===== src/design/centroid_bounding_sphere_assert.svh =====
// Assertion macros for the centroid bounding sphere block.
// Included by the top level, which checks its own sequencing; no other dependencies.
`ifndef CENTROID_BOUNDING_SPHERE_ASSERT_SVH
`define CENTROID_BOUNDING_SPHERE_ASSERT_SVH

`ifndef NO_ASSERTIONS

// Same-cycle implication: when ante holds, cons must hold too.
`define CBS_ASSERT_IMPLY(label, clk, rst, ante, cons) \
   label: assert property (@(posedge clk) disable iff (rst) (ante) |-> (cons)) \
      else $error("centroid bounding sphere: same-cycle check failed");

// Next-cycle implication: when ante holds, cons must hold on the next cycle.
`define CBS_ASSERT_NEXT(label, clk, rst, ante, cons) \
   label: assert property (@(posedge clk) disable iff (rst) (ante) |=> (cons)) \
      else $error("centroid bounding sphere: next-cycle check failed");

`else

`define CBS_ASSERT_IMPLY(label, clk, rst, ante, cons)
`define CBS_ASSERT_NEXT(label, clk, rst, ante, cons)

`endif

`endif


===== src/design/cbs_divider.sv =====
// Iterative signed divider, one quotient bit per cycle, truncating toward zero.
// Depends on nothing but its parameters; used by the top level for each axis.
module cbs_divider #(
   parameter int DIVIDEND_W = 35,
   parameter int DIVISOR_W  = 11,
   parameter int QUOT_W     = 24
) (
   input  logic                         clock,
   input  logic                         reset,
   input  logic                         start,
   input  logic signed [DIVIDEND_W-1:0] dividend,
   input  logic        [DIVISOR_W-1:0]  divisor,
   output logic                         done,
   output logic signed [QUOT_W-1:0]     quotient
);

   localparam int STEP_W = $clog2(DIVIDEND_W + 1);

   logic                  busy_ff, busy_in;
   logic                  done_ff, done_in;
   logic                  neg_ff, neg_in;
   logic [STEP_W-1:0]     step_ff, step_in;
   logic [DIVIDEND_W-1:0] mag_ff, mag_in;
   logic [DIVIDEND_W-1:0] quo_ff, quo_in;
   logic [DIVISOR_W-1:0]  rem_ff, rem_in;
   logic [DIVISOR_W-1:0]  divisor_ff, divisor_in;
   logic [DIVISOR_W:0]    trial;
   logic [DIVIDEND_W-1:0] quo_signed;

   // One restoring step: bring down the next dividend bit and try a subtract.
   always_comb begin
      busy_in    = busy_ff;
      done_in    = 1'b0;
      neg_in     = neg_ff;
      step_in    = step_ff;
      mag_in     = mag_ff;
      quo_in     = quo_ff;
      rem_in     = rem_ff;
      divisor_in = divisor_ff;
      trial      = {rem_ff, mag_ff[DIVIDEND_W-1]};
      if (start) begin
         busy_in    = 1'b1;
         neg_in     = dividend[DIVIDEND_W-1];
         mag_in     = dividend[DIVIDEND_W-1] ? (~dividend + 1'b1) : dividend;
         quo_in     = '0;
         rem_in     = '0;
         divisor_in = divisor;
         step_in    = STEP_W'(DIVIDEND_W);
      end else if (busy_ff) begin
         mag_in  = {mag_ff[DIVIDEND_W-2:0], 1'b0};
         step_in = step_ff - 1'b1;
         if (trial >= {1'b0, divisor_ff}) begin
            rem_in = DIVISOR_W'(trial - {1'b0, divisor_ff});
            quo_in = {quo_ff[DIVIDEND_W-2:0], 1'b1};
         end else begin
            rem_in = trial[DIVISOR_W-1:0];
            quo_in = {quo_ff[DIVIDEND_W-2:0], 1'b0};
         end
         if (step_ff == STEP_W'(1)) begin
            busy_in = 1'b0;
            done_in = 1'b1;
         end
      end
   end

   always_ff @(posedge clock) begin
      if (reset) begin
         busy_ff <= 1'b0;
         done_ff <= 1'b0;
      end else begin
         busy_ff <= busy_in;
         done_ff <= done_in;
      end
      neg_ff     <= neg_in;
      step_ff    <= step_in;
      mag_ff     <= mag_in;
      quo_ff     <= quo_in;
      rem_ff     <= rem_in;
      divisor_ff <= divisor_in;
   end

   // Restore the sign; the magnitude of the quotient fits the result width.
   assign quo_signed = neg_ff ? (~quo_ff + 1'b1) : quo_ff;
   assign quotient   = quo_signed[QUOT_W-1:0];
   assign done       = done_ff;

endmodule


===== config.mk =====
export PLATFORM = sky130hd
export DESIGN_NAME = cbs_divider
export DESIGN_NICKNAME = d
export VERILOG_FILES = /design/src/design/centroid_bounding_sphere_assert.svh /design/src/design/cbs_divider.sv
export SDC_FILE = /design/constraint.sdc
export NUM_CORES = 1
export LEC_CHECK = 0
export BUFFER_PORTS_ARGS = -buffer_cell sky130_fd_sc_hd__buf_2
export CAP_MARGIN = 40
export CORE_MARGIN = 3
export CORE_UTILIZATION = 35
export CTS_CLUSTER_DIAMETER = 60
export CTS_CLUSTER_SIZE = 14
export DETAILED_ROUTE_END_ITERATION = 6
export MAX_ROUTING_LAYER = met4
export SLEW_MARGIN = 10
export SYNTH_ARGS = -nofsm -noshare
export SYNTH_HDL_FRONTEND = slang
export SYNTH_SLANG_ARGS = --single-unit

===== constraint.sdc =====
create_clock -name clock -period 5.9 [get_ports clock]
set_input_delay 0.885 -clock clock [delete_from_list [all_inputs] [get_ports clock]]
set_output_delay 0.885 -clock clock [all_outputs]
set_load 0.1 [all_outputs]

==> impl_metrics.yaml, run 1 <==
power:
  p_leak_nw: 2.54
  power.density_nw_per_um2: 259
  ir_drop_mv: 0.116
synth:
  synth_nets: 607
  synth-edff-count: 47
  ys_warn_count: 0
  syn_area_per_cell_um2: 9.60
  synthTopCellsByArea: "edfxtp_1 27%, dfxtp_1 17%, xor2_1 7.4%"
  synth-seq-area-share: 0.437
  syn_inst: 542
  async_flop_share: 0
  netlist.area_leader.share: 0.271
  synth_area_um2: 5200
  synthFlopType: "edfxtp_1"
  synth_area_leader_cell: "edfxtp_1"
  ys_ff_latch: 90
  synth_cell_types: 56
detailed_routing:
  drcViolationCount: 0
  wl_um: 10500
  vias: 4006
  routed_via_density: 5.08
  drtIter0Drc: 200
  drt_first_pass_iters: 4
  ant_nets: 0
  wire_per_inst_um: 13.3
run_status:
  status: "complete, no violations"
floorplan:
  start_util: 0.366
  die_y_um: 128
  dieArea_um2: 16400
  ios: 74
  rows: 43
  fp.coreArea_um2: 14200
  dieWidth_um: 128
critical_path:
  cp-start-kind: "flip-flop"
  cp_max_fo: 6
  crit_family: "simple AND/OR/NAND/NOR gates"
  crit_chain: "nor3_2 > nand4b_2 > or4_4 > o21a_1 > a21oi_1 > xnor2_1 > buf_2"
  critical_path_class: "flip-flop to primary output"
  slowest_stage: "or4_4"
  max_stage_delay_ns: 0.53
  end_kind: "primary output"
  critPathRequiredTime_ns: 5.02
  critPathBufInv: 1
  worstPathArrival_ns: 2.67
placed_design:
  port_buffers: 73
  dp_hpwl_um: 7360
  dp_cells: 770
  dp_worst_setup_slack_ns: 2.68
  gp_congestion: 0.829
timing:
  post-route-period-util: 0.603
  rsz0062_at_grt: "no"
  worst_slew_pin_slew_ns: 0.856
  layout_min_cycle_time_ns: 3.56
  hold_viol_final: 0
  fmax_ghz: 0.281
  fin_tns_setup_ns: 0
  fin_ws_ns: 2.34
  skew_ns: 0.00644
  drv_slew: 0
  finalSetupViolCount: 0
  slew_headroom: 0.429
grt:
  overflow: 0
  antenna_found_initial: 2
  grt_pass1_wl_um: 17800
  grt_max_degree: 78
  grt_pass1_vias: 3882
  grt_util_all_layers: 0.135
cts:
  clk_pin_slew_ns: 0.06
  root_buffer: "clkbuf_16"
  htree_levels: 3
  cts_resized: 0
  post-cts-setup-buffer-count: 0
  cts_hold_buffers: 0
  clock_path_buffers: 2
  clkLatencyLatePin_ns: 0.34
  cts_tree: "done"
  cts.sinks: 90
  cts-buffers-inserted: 9
finish:
  fin_cells: 788
  fillerInstances: 1429
  drive_gt1_frac: 0.190
  layout-area-overhead-vs-synth_pct: 15.0
  layout.nets: 666
flow_run:
  maxCapViolCount: 0
worst_hold_path:
  hp-class: "flip-flop to flip-flop"
## state kept, by name (all words and copies together) (netlist names)
name,flops
busy_ff,1
divisor_ff,11
done,1
mag_ff,35
neg_ff,1
quo_ff,24
rem_ff,11
step_ff,6
## cell usage after synthesis (all sizes together), types with 2 or more instances
cell    count
nor3b       2
nand3b      2
inv        21
o31ai      17
o211ai      3
a211oi      7
nor2       80
ha         15
a41oi       2
a21oi      40
o41ai       7
edfxtp     47
mux2        2
clkbuf     19
nand2      38
xnor2      22
a31oi       3
o21ai      22
xor2       44
or3        16
nand2b      5
or4         3
nor3        9
mux2i      31
nand4       2
nor2b       4
o21a        3
buf         8
nand3       8
or4b        2
dfxtp      43
## cell families (layout without fill, tap and decap cells)
kind of cell | count (synthesis) | after routing | share of synthesized area
compound gates | 112 | 112 | 0.143
buf+inv | 49 | 113 | 0.0370
xor+xnor | 66 | 66 | 0.111
flops | 90 | 90 | 0.437
mux | 33 | 33 | 0.0640
fa+ha+maj | 16 | 16 | 0.0399
simple gates | 176 | 176 | 0.168
other cells | 0 | 2 | 0
## report_power, final
part	switching [mW]	internal, mW	total (mW)	leakage, nW
registers	0.0192	0.710	0.729	0.811
clock network	0.227	0.308	0.535	0.142
logic	0.183	0.103	0.286	1.59
## placed cells by master (no fill, tap or decap), types with 5 or more instances in the layout
master / count
a211oi_1: 7
a21oi_1: 40
buf_2: 72
clkbuf_16: 9
dfxtp_1: 42
edfxtp_1: 47
ha_1: 15
inv_1: 21
mux2i_1: 31
nand2_1: 36
nand2b_1: 5
nand3_1: 7
nor2_1: 80
nor3_1: 6
o21ai_0: 21
o31ai_1: 14
or3_1: 13
xnor2_1: 22
xor2_1: 44
## per-stage QoR
stage	hold WS (ns)	cell area (um^2)	utilization	total power, mW
2_1_floorplan	0.461	5200	-	0.960
3_3_place_gp	0.482	5700	0.402	1.02
3_5_place_dp	0.481	5700	0.402	1.03
4_1_cts	0.502	5980	0.421	1.57
5_1_grt	0.530	5980	0.421	1.63
6_report	0.499	5980	0.421	1.55
## path summary, 6_finish.rpt
kind | cells past startpoint | to | start | slack (ns)
max | 7 | quotient[22] | quo_ff[2] | 2.34
min | 2 | step_ff[5] | step_ff[5] | 0.50
max reg2reg | 9 | rem_ff[1] | mag_ff[34] | 3.02
min reg2reg | 2 | step_ff[5] | step_ff[5] | 0.50
## cell type report
cell class / count / area (um^2) / share of cell area
Multi-Input combinational cell: 403 / 2740 / 0.458
Timing Repair Buffer: 75 / 383 / 0.0640
Clock buffer: 13 / 262 / 0.0437
Antenna cell: 2 / 5.00 / 0.000836
Tap cell: 180 / 225 / 0.0376
Sequential cell: 90 / 2270 / 0.380
Clock inverter: 3 / 15.0 / 0.00251
Inverter: 22 / 82.6 / 0.0138
## per-layer routing
layer / global-route usage / vias to the layer above / share of wire
met5: - / - / 0
met4: 0.0531 / 0 / 0.017
met3: 0.0267 / 15 / 0.050
met2: 0.205 / 97 / 0.42
met1: 0.178 / 1839 / 0.51
li1: - / 2055 / -
## worst register-to-register path, stage by stage, from the launching register on
cell	delay [ns]
edfxtp_1	0.32
inv_1	0.05
ha_1	0.22
fa_1	0.40
nand2b_1	0.18
a21oi_1	0.26
o21ai_1	0.16
a32o_1	0.50
or4b_1	0.56
o311ai_0	0.11
No activity file was read; power rests on OpenSTA's default activity.
==> run 2, diff against run 1 <==
Clock period 5.9 ns to 3.4 ns, I/O delays scaled along.
==> impl_metrics.yaml, run 2 (same netlist as run 1, synthesis figures left out) <==
critical_path:
  startpoint: "quo_ff[2]"
  critPathBufInv: 1
  critical_path_class: "flip-flop to primary output"
  cp_max_fo: 6
  cp-start-kind: "flip-flop"
  critPathRequiredTime_ns: 2.89
  r2r-end: "rem_ff[1]"
  max_stage_delay_ns: 0.54
  slowest_stage: "or4_4"
  worstSetupPathDepth: 7
  rr_worst_depth: 9
  regToRegStartpoint: "mag_ff[34]"
  end_kind: "primary output"
  reg2reg_setup_slack_ns: 0.55
  worstPathArrival_ns: 2.71
  crit_chain: "nor3_2 > nand4b_2 > or4_4 > o21a_1 > a21oi_1 > xnor2_1 > buf_2"
  crit_family: "simple AND/OR/NAND/NOR gates"
  cp-endpoint: "quotient[20]"
run_status:
  status: "complete, no violations"
grt:
  grt_max_degree: 79
  grt_pass1_wl_um: 17600
  grt_pass1_vias: 3833
  overflow: 0
  antenna_found_initial: 1
  grt_util_all_layers: 0.135
finish:
  layout-area-overhead-vs-synth_pct: 14.9
  top_register: "mag_ff"
  layout.nets: 666
  regArea_um2: 2270
  drive_gt1_frac: 0.186
  final_common_cell: "nor2_1"
  multi_input_area_um2: 2750
  fillerInstances: 1409
  largest_reg_flops: 35
  reg_top3: "mag_ff: 35 flops, quo_ff: 24 flops"
  layout_common_cells: "80 x nor2_1, 71 x buf_2, 47 x edfxtp_1"
detailed_routing:
  ant_nets: 0
  wl_um: 10600
  wire_per_inst_um: 13.4
  vias: 3974
  routed_via_density: 5.05
  drcViolationCount: 0
  drt_first_pass_iters: 4
  drtIter0Drc: 179
cts:
  cts-buffers-inserted: 9
  cts.sinks: 90
  htree_levels: 3
  post-cts-setup-buffer-count: 0
  clk_pin_slew_ns: 0.06
  clkLatencyLatePin_ns: 0.33
  root_buffer: "clkbuf_16"
  clock_path_buffers: 2
  cts_tree: "done"
floorplan:
  fp.coreArea_um2: 14200
  dieWidth_um: 128
  dieArea_um2: 16400
  ios: 74
  start_util: 0.366
  die_y_um: 128
  rows: 43
flow_run:
  maxCapViolCount: 0
timing:
  post-route-period-util: 0.946
  slew_headroom: 0.427
  skew_ns: 0.00530
  fin_tns_setup_ns: 0
  hold_viol_final: 0
  rsz0062_at_grt: "no"
  drv_slew: 0
  layout_min_cycle_time_ns: 3.22
  worst_slew_pin_slew_ns: 0.860
  fmax_ghz: 0.311
  finalSetupViolCount: 0
placed_design:
  gp_congestion: 0.838
  port_buffers: 73
  dp_hpwl_um: 7510
power:
  p_leak_nw: 2.52
  ir_drop_mv: 0.227
  total_power_mw: 2.64
  power.density_nw_per_um2: 442
worst_hold_path:
  hp-class: "input port to flip-flop"
[run 2: changes by cell type in the layout (fill, tap and decap cells not counted), moves of 2 or more]
cell,before,now
xor2_1,44,42
xor2_2,0,2
clkbuf_1,1,5
clkbuf_8,2,0
clkinv_2,3,1
[run 2: how the worst min path moves through the flow]
stage,from,end,cells past startpoint,slack (ns)
floorplan,step_ff[5],step_ff[5],2,0.46
CTS,divisor[10],divisor_ff[10],1,0.33
finish,divisor[10],divisor_ff[10],1,0.35
detailed placement,step_ff[5],step_ff[5],2,0.49
global route,divisor[10],divisor_ff[10],1,0.34
global placement,step_ff[5],step_ff[5],2,0.48
[run 2: area by class of cell]
class | instances | area share
clock inverter | 1 | 0.000837
inverter | 22 | 0.0138
antenna | 1 | 0.000419
clock buffer | 15 | 0.0417
timing repair buffer | 75 | 0.0645
sequential | 90 | 0.380
multi-input combinational | 403 | 0.461
tap | 180 | 0.0377
[run 2: what timing repair did]
item                                    in CTS  in global routing
endpoints found under the setup margin       0                  1
endpoints found under the hold margin        0                  0
hold buffers                                 0                  0
resized for setup                            0                  1
[run 2: metal layers]
metal  vias up  wire length [um]  global-route usage
li1       2047                 -                   -
met1      1828              5130               0.177
met2        87              4650               0.202
met3        12               622              0.0296
met4         0               146              0.0587
met5         -                 0                   -
[run 2: report_power, final]
part | switching, mW | total, mW | internal (mW)
logic | 0.307 | 0.486 | 0.179
clock network | 0.384 | 0.883 | 0.499
registers | 0.0403 | 1.27 | 1.23
total | 0.731 | 2.64 | 1.91
[run 2: through the flow]
stage          area, um^2  utilization  worst slack [ns]  instances  hold WS, ns
2_1_floorplan        5220            -            0.0847        542        0.461
3_3_place_gp         5720        0.403             0.598        770        0.478
3_5_place_dp         5720        0.403             0.503        770        0.494
4_1_cts              5970        0.420             0.116        786        0.329
5_1_grt              5980        0.421            0.0335        787        0.340
6_report             5980        0.421             0.182        787        0.349
==> run 3, diff against run 2 <==
Settings changed: ABC_AREA set to 1, PLACE_DENSITY_LB_ADDON set to 0.15.
==> impl_metrics.yaml, run 3 <==
run_status:
  status: "complete, no violations"
cts:
  cts.sinks: 90
  cts-buffers-inserted: 9
  cts_tree: "done"
  cts_resized: 0
  htree_levels: 3
  post-cts-setup-buffer-count: 0
  root_buffer: "clkbuf_16"
  clkLatencyLatePin_ns: 0.34
  clock_path_buffers: 2
  clk_pin_slew_ns: 0.06
  cts_hold_buffers: 0
critical_path:
  worstPathArrival_ns: 2.32
  cp-start-kind: "flip-flop"
  critPathRequiredTime_ns: 2.89
  cp_max_fo: 4
  end_kind: "primary output"
  critical_path_class: "flip-flop to primary output"
  rr_worst_depth: 12
finish:
  drive_gt1_frac: 0.138
  layout_common_cells: "242 x nand2_1, 103 x inv_1, 75 x nand3_1"
  top_register: "mag_ff"
  fillerInstances: 1728
  layout-area-overhead-vs-synth_pct: 14.8
  layout.nets: 925
  reg_top3: "mag_ff: 35 flops, quo_ff: 24 flops"
  fin_cells: 1081
  largest_reg_flops: 35
  antenna_cells: 0
  final_common_cell: "nand2_1"
synth:
  netlist.area_leader.share: 0.247
  syn_inst: 795
  synth_area_um2: 5720
  synthFlopType: "edfxtp_1"
  synth_cell_types: 39
  synth_simple_gate_area_frac: 0.337
  synthAdderAreaFrac: 0.0363
  synthTopCellsByArea: "edfxtp_1 25%, nand2_1 16%, dfxtp_1 15%"
  synth_compound_area_frac: 0.0803
  synth-seq-area-share: 0.398
  synth_common_cells: "242 x nand2_1, 104 x inv_1, 75 x nand3_1, 66 x nor2_1, 47 x edfxtp_1"
  synth_nets: 860
  synthXorXnorAreaFrac: 0.0536
  synthMuxAreaShare: 0
  syn_area_per_cell_um2: 7.19
  async_flop_share: 0
  synth_top_family_by_area: "simple AND/OR/NAND/NOR gates"
  ys_ff_latch: 90
  yosysMostFrequentCell: "nand2_1"
  synth-edff-count: 47
  synth_area_leader_cell: "edfxtp_1"
  ys_warn_count: 0
grt:
  grt_pass1_vias: 4809
  grt_util_all_layers: 0.165
  grt_pass1_wl_um: 23500
  grt_max_degree: 60
  overflow: 0
  antenna_found_initial: 0
worst_hold_path:
  hp-class: "input port to flip-flop"
  hold_depth: 1
timing:
  fin_tns_setup_ns: 0
  hold_viol_final: 0
  skew_ns: 0.00680
  post-route-period-util: 0.832
  drv_slew: 0
  slew_headroom: 0.576
  fmax_ghz: 0.353
  finalSetupViolCount: 0
  rsz0062_at_grt: "no"
  layout_min_cycle_time_ns: 2.83
  worst_slew_pin_slew_ns: 0.635
detailed_routing:
  wire_per_inst_um: 12.8
  vias: 5117
  routed_via_density: 4.73
  ant_nets: 0
  drt_first_pass_iters: 5
  wl_um: 13900
  drcViolationCount: 0
  drtIter0Drc: 331
floorplan:
  die_y_um: 134
  fp.coreArea_um2: 15900
  dieWidth_um: 134
  rows: 46
  dieArea_um2: 17900
  start_util: 0.358
  ios: 74
flow_run:
  maxCapViolCount: 0
placed_design:
  port_buffers: 73
  dp_hpwl_um: 10300
  gp_congestion: 0.852
  dp_cells: 1065
power:
  power.density_nw_per_um2: 390
  ir_drop_mv: 0.240
  p_leak_nw: 3.17
run 3: where the power goes:
group / internal (mW) / switching (mW) / total (mW)
logic: 0.115 / 0.215 / 0.329
registers: 1.22 / 0.0192 / 1.24
clock network: 0.568 / 0.422 / 0.991
total: 1.90 / 0.656 / 2.56
run 3: path summary, 6_finish.rpt:
| kind | endpoint | from | slack (ns) |
|---|---|---|---|
| max | quotient[14] | quo_ff[0] | 0.57 |
| min | divisor_ff[6] | divisor[6] | 0.34 |
| max reg2reg | rem_ff[7] | mag_ff[34] | 1.02 |
| min reg2reg | rem_ff[0] | rem_ff[0] | 0.47 |
run 3: layout make-up:
type | count | area (um^2) | share of cell area
Multi-Input combinational cell | 574 | 2900 | 0.442
Sequential cell | 90 | 2270 | 0.346
Timing Repair Buffer | 80 | 430 | 0.0656
Inverter | 105 | 394 | 0.0601
Tap cell | 216 | 270 | 0.0412
Clock buffer | 9 | 225 | 0.0343
Clock inverter | 7 | 68.8 | 0.0105
run 3: through the flow:
step / total power, mW / area (um^2) / utilization / worst slack [ns] / hold slack, ns
2_1_floorplan: 1.49 / 5720 / - / 0.0995 / 0.443
3_3_place_gp: 1.60 / 6270 / 0.393 / 0.961 / 0.464
3_5_place_dp: 1.60 / 6270 / 0.393 / 0.922 / 0.465
4_1_cts: 2.61 / 6560 / 0.412 / 0.538 / 0.324
5_1_grt: 2.71 / 6560 / 0.412 / 0.391 / 0.319
6_report: 2.56 / 6560 / 0.412 / 0.571 / 0.340
run 3: cells by family (layout without fill, tap and decap cells):
logic type / Yosys count / count (layout)
compound gates: 80 / 80
xor+xnor: 35 / 35
fa+ha+maj: 16 / 16
buf+inv: 131 / 201
flops: 90 / 90
simple gates: 443 / 443
run 3: routing by layer:
metal,up-vias,track usage,share of wire
met2,93,0.252,0.45
met4,0,0.0366,0.011
met1,2290,0.227,0.50
met3,14,0.0341,0.039
li1,2720,-,-
met5,-,-,0
run 3: critical path, cell delays in order (launching register included):
cell	delay [ns]
dfxtp_1	0.31
inv_1	0.13
ha_1	0.19
nand3_1	0.19
nor2_2	0.21
nand2_1	0.12
o21ai_2	0.22
o211ai_1	0.12
nand2_1	0.08
buf_2	0.42
